<file path="src/rtl/core/ipd_pkg.sv">
package ipd_pkg;

	localparam int BUF_BYTES_DEF    = 2048;
	localparam int HEADER_BYTES_DEF = 20;

	localparam logic [7:0] START_BYTE = 8'h45;

	localparam int LEN_W   = 12;
	localparam int INDEX_W = 11;

	// result queue between the front and the output side
	localparam int Q_DEPTH = 4;
	localparam int Q_AW    = $clog2(Q_DEPTH);
	localparam int Q_CW    = $clog2(Q_DEPTH + 1);

	typedef enum logic [1:0] {
		EV_TAKEN    = 2'd0,
		EV_DONE     = 2'd1,
		EV_OVERFLOW = 2'd2,
		EV_READ     = 2'd3
	} ev_t;

	typedef struct packed {
		logic               mode;
		logic [7:0]         rx_byte;
		logic [INDEX_W-1:0] read_index;
	} in_item_t;

	typedef struct packed {
		ev_t              event_res;
		logic [7:0]       read_data;
		logic [LEN_W-1:0] pkt_len;
	} out_item_t;

endpackage

</file>
<file path="src/rtl/core/ipd_queue.sv">
module ipd_queue (
	input  logic                     clk,
	input  logic                     arst_n,
	input  logic                     push_valid,
	input  ipd_pkg::out_item_t       push_item,
	output logic [ipd_pkg::Q_CW-1:0] q_level,
	output logic                     out_valid,
	input  logic                     out_ready,
	output ipd_pkg::out_item_t       out_item
);

	ipd_pkg::out_item_t            entry_q [ipd_pkg::Q_DEPTH];
	logic [ipd_pkg::Q_AW-1:0]      wr_ptr_q, rd_ptr_q;
	logic [ipd_pkg::Q_CW-1:0]      count_q;
	logic                          pop;

	assign out_valid = count_q != '0;
	assign out_item  = entry_q[rd_ptr_q];
	assign pop       = out_valid && out_ready;
	assign q_level   = count_q;

	always_ff @(posedge clk or negedge arst_n) begin
		if (!arst_n) begin
			wr_ptr_q <= '0;
			rd_ptr_q <= '0;
			count_q  <= '0;
		end else begin
			if (push_valid) wr_ptr_q <= wr_ptr_q + ipd_pkg::Q_AW'(1);
			if (pop)        rd_ptr_q <= rd_ptr_q + ipd_pkg::Q_AW'(1);
			case ({push_valid, pop})
				2'b10:   count_q <= count_q + ipd_pkg::Q_CW'(1);
				2'b01:   count_q <= count_q - ipd_pkg::Q_CW'(1);
				default: count_q <= count_q;
			endcase
		end
	end

	always_ff @(posedge clk) begin
		if (push_valid) entry_q[wr_ptr_q] <= push_item;
	end

	a_no_push_when_full: assert property (@(posedge clk) disable iff (!arst_n)
		push_valid |-> (32'(count_q) < ipd_pkg::Q_DEPTH))
		else $error("result queue overrun");

endmodule

</file>
<file path="config.mk">
export PLATFORM = sky130hd
export DESIGN_NAME = ipd_queue
export DESIGN_NICKNAME = d
export VERILOG_FILES = /design/src/rtl/core/ipd_pkg.sv /design/src/rtl/core/ipd_queue.sv
export SDC_FILE = /design/constraint.sdc
export NUM_CORES = 1
export LEC_CHECK = 0
export BUFFER_PORTS_ARGS = -buffer_cell sky130_fd_sc_hd__buf_2
export CORE_MARGIN = 2
export CORE_UTILIZATION = 40
export CTS_BUF_LIST = sky130_fd_sc_hd__clkbuf_8
export CTS_CLUSTER_SIZE = 8
export DETAILED_ROUTE_END_ITERATION = 7
export MAX_ROUTING_LAYER = met4
export PLACE_DENSITY = 0.71
export RECOVER_POWER = 50
export SLEW_MARGIN = 40
export SYNTH_ARGS = -nofsm -noshare
export SYNTH_HDL_FRONTEND = slang
export SYNTH_SLANG_ARGS = --single-unit
</file>
<file path="constraint.sdc">
create_clock -name clk -period 2.2 [get_ports clk]
set_input_delay 0.33 -clock clk [delete_from_list [all_inputs] [get_ports clk]]
set_output_delay 0.33 -clock clk [all_outputs]
set_load 0.01 [all_outputs]
</file>
==> results.cfg <==
[pwr]
irDropWorstVdd_uv = 590
p_leak_nw = 1.46
power_density_nw_per_um2 = 1270

[setup_path]
critPathTopFamily = multiplexers
worst_path_largest_cell_delay_ps = 580
path_class = reg2out
cp_slowest_cell = mux4_1
start_kind = flip-flop
crit_chain = buf_12 -> mux4_1 -> buf_2
worstPathArrival_ps = 1760
crit_required_ps = 1870
crit_buf_inv = 2
cp_max_fo = 21
cp-end-kind = output pin

[cts]
cts_tree = done
root_buffer = clkbuf_8
cts_max_path_buffers = 2
h-tree-depth = 3
cts_inserted_buffers = 9
cts_sinks = 95
clkSlewWorstSetupHoldPaths_ps = 90
clock_latency_ps = 350

[floorplanning]
dieArea_um2 = 9810
start_util = 0.414
ios = 52
rows = 34
die_w_um = 99.0
die_y_um = 99.0
core_area_um2 = 8720

[synth]
synth_commonest_cells = edfxtp_1 (88), mux4_2 (18), dfrtp_1 (7), inv_1 (6), ha_1 (5)
synth_top_area_frac = 0.731
yosys.area.top_type = edfxtp_1
syn_nets = 183
ys_warn_count = 0
syn_avg_cell_area_um2 = 23.9
ys_seq_area_frac = 0.780
syn_inst = 151
ys.flop_type = edfxtp_1
synth.most_common_cell = edfxtp_1
synth_edf_count = 88
netlist_top_cells_area = edfxtp_1 (73%), mux4_2 (11%), dfrtp_1 (4.8%)
syn_area_um2 = 3610
yosysUniqueCellTypes = 19
synth-seq-cells = 95
synthArstFlopShare = 0.0737

[routing]
maxUsedRoutingLayer = met4
finalWirelength_mm = 6.04
via_count = 1670
drc = 0
dr_wl_met2_mm = 3.01
met3_length_um = 390
via_per_inst = 5.05
wire_per_inst_um = 18.2
dr.pass1.iters = 4
drt_iter0_drc = 83
wl_met1_mm = 2.59
drtAntennaViolNets = 0

[flow_run]
drv_cap = 0

[global_route]
overflow = 0
first_global_vias = 1798
grt_antenna_before_repair = 0
track_usage = 0.137
grt_start_max_net_pins = 22
grt_pass1_wl_mm = 9.60

[timing]
worst_slew_pin_slew_ps = 626
final.setup.tns_ps = 0
rsz0062_at_grt = no
final_max_slew_viol_count = 0
max_freq_mhz = 479
period_share = 0.948
skew_ps = 6.20
period_minus_slack_ps = 2090
finalHoldViolCount = 0
setup_viol = 0
max_slew_margin = 0.582

[cells_and_area]
fin_area_um2 = 4210
drive_above_1_share = 0.314
n_antenna_cell = 0
nets = 250
fin_util = 0.483
syn_to_final_growth_pct = 16.5

[worst_hold_path]
hold_class = in2reg

[place]
routabilityCongestion = 0.709
portBuffers = 51
place_area_um2 = 4040
hpwlAfterDp_mm = 3.91

[outcome]
status = finished clean
-- cell families after synthesis --
kind of cell	Yosys count	synth area share
multiplexers	23	0.144
XOR/XNOR	6	0.0145
adder cells (fa/ha/maj)	6	0.0229
AND/OR/NAND/NOR	8	0.0118
AO/OA/AOI/OAI	2	0.00381
flip-flops	95	0.780
buffers and inverters	11	0.0232
-- cell usage in the layout, fill, tap and decap left out, types with 2 or more instances in the layout --
cell type / synthesis / layout
ha_1: 5 / 5
nand2_1: 2 / 2
inv_1: 6 / 6
xnor2_1: 2 / 2
and2_1: 4 / 3
buf_12: 2 / 2
mux4_1: 4 / 4
edfxtp_1: 88 / 88
xor2_1: 4 / 4
dfrtp_1: 7 / 6
clkbuf_8: 0 / 9
buf_4: 0 / 6
mux4_2: 18 / 18
buf_2: 2 / 28
clkbuf_1: 0 / 24
clkinv_4: 0 / 2
-- flip-flops by register name (all words and copies together) (netlist names) --
register  cells
entry_q      88
q_level       3
rd_ptr_q      2
wr_ptr_q      2
-- area by class of cell --
class                   instances  area (um2)
multi-input cells              45         712
clock buffers                   9         124
well taps                     108         135
repair buffers                 61         325
flip-flops and latches         95        2820
inverters                       6        22.5
fillers                       715        4510
clock inverters                 7        72.6
-- through the flow --
| step | setup slack [ps] | total power, mW | std cells | hold WS [ps] |
|---|---|---|---|---|
| 6_report | 114 | 5.33 | 331 | 238 |
| 5_1_grt | 21.2 | 5.64 | 331 | 235 |
| 4_1_cts | 64.5 | 5.42 | 331 | 169 |
| 3_5_place_dp | 368 | 4.30 | 314 | 172 |
| 3_3_place_gp | 428 | 4.25 | 314 | 173 |
| 2_1_floorplan | 507 | 3.69 | 151 | 34.4 |
-- power breakdown --
part / internal (mW) / switching (mW)
registers: 2.38 / 0.137
logic: 0.817 / 0.879
clock network: 0.527 / 0.587
total: 3.72 / 1.60
-- what timing repair did --
action / in CTS / in global routing
resized for setup: 1 / 0
endpoints found under the setup margin: 1 / 0
endpoints found under the hold margin: 7 / 0
buffers inserted: 0 / 0
hold buffers: 1 / 0
-- layer usage --
metal | vias up | track usage
li1 | 748 | -
met1 | 863 | 0.172
met2 | 54 | 0.213
met3 | 5 | 0.0504
met4 | 0 | 0.0379
met5 | - | -
-- path summary, 6_finish.rpt --
| check | from | to | slack [ps] | cells past startpoint |
|---|---|---|---|---|
| setup / recovery | rd_ptr_q[0] | out_item[2] | 110 | 3 |
| hold / removal | push_item[6] | entry_q[2][6] | 240 | 1 |
| setup reg to reg | q_level[0] | q_level[2] | 350 | 7 |
| hold reg to reg | rd_ptr_q[1] | rd_ptr_q[1] | 540 | 1 |
| max in group asynchronous | arst_n | rd_ptr_q[0] | 1500 | 2 |
| min in group asynchronous | arst_n | q_level[0] | 400 | 2 |
Note: power is estimated with default switching activity, not from simulation.
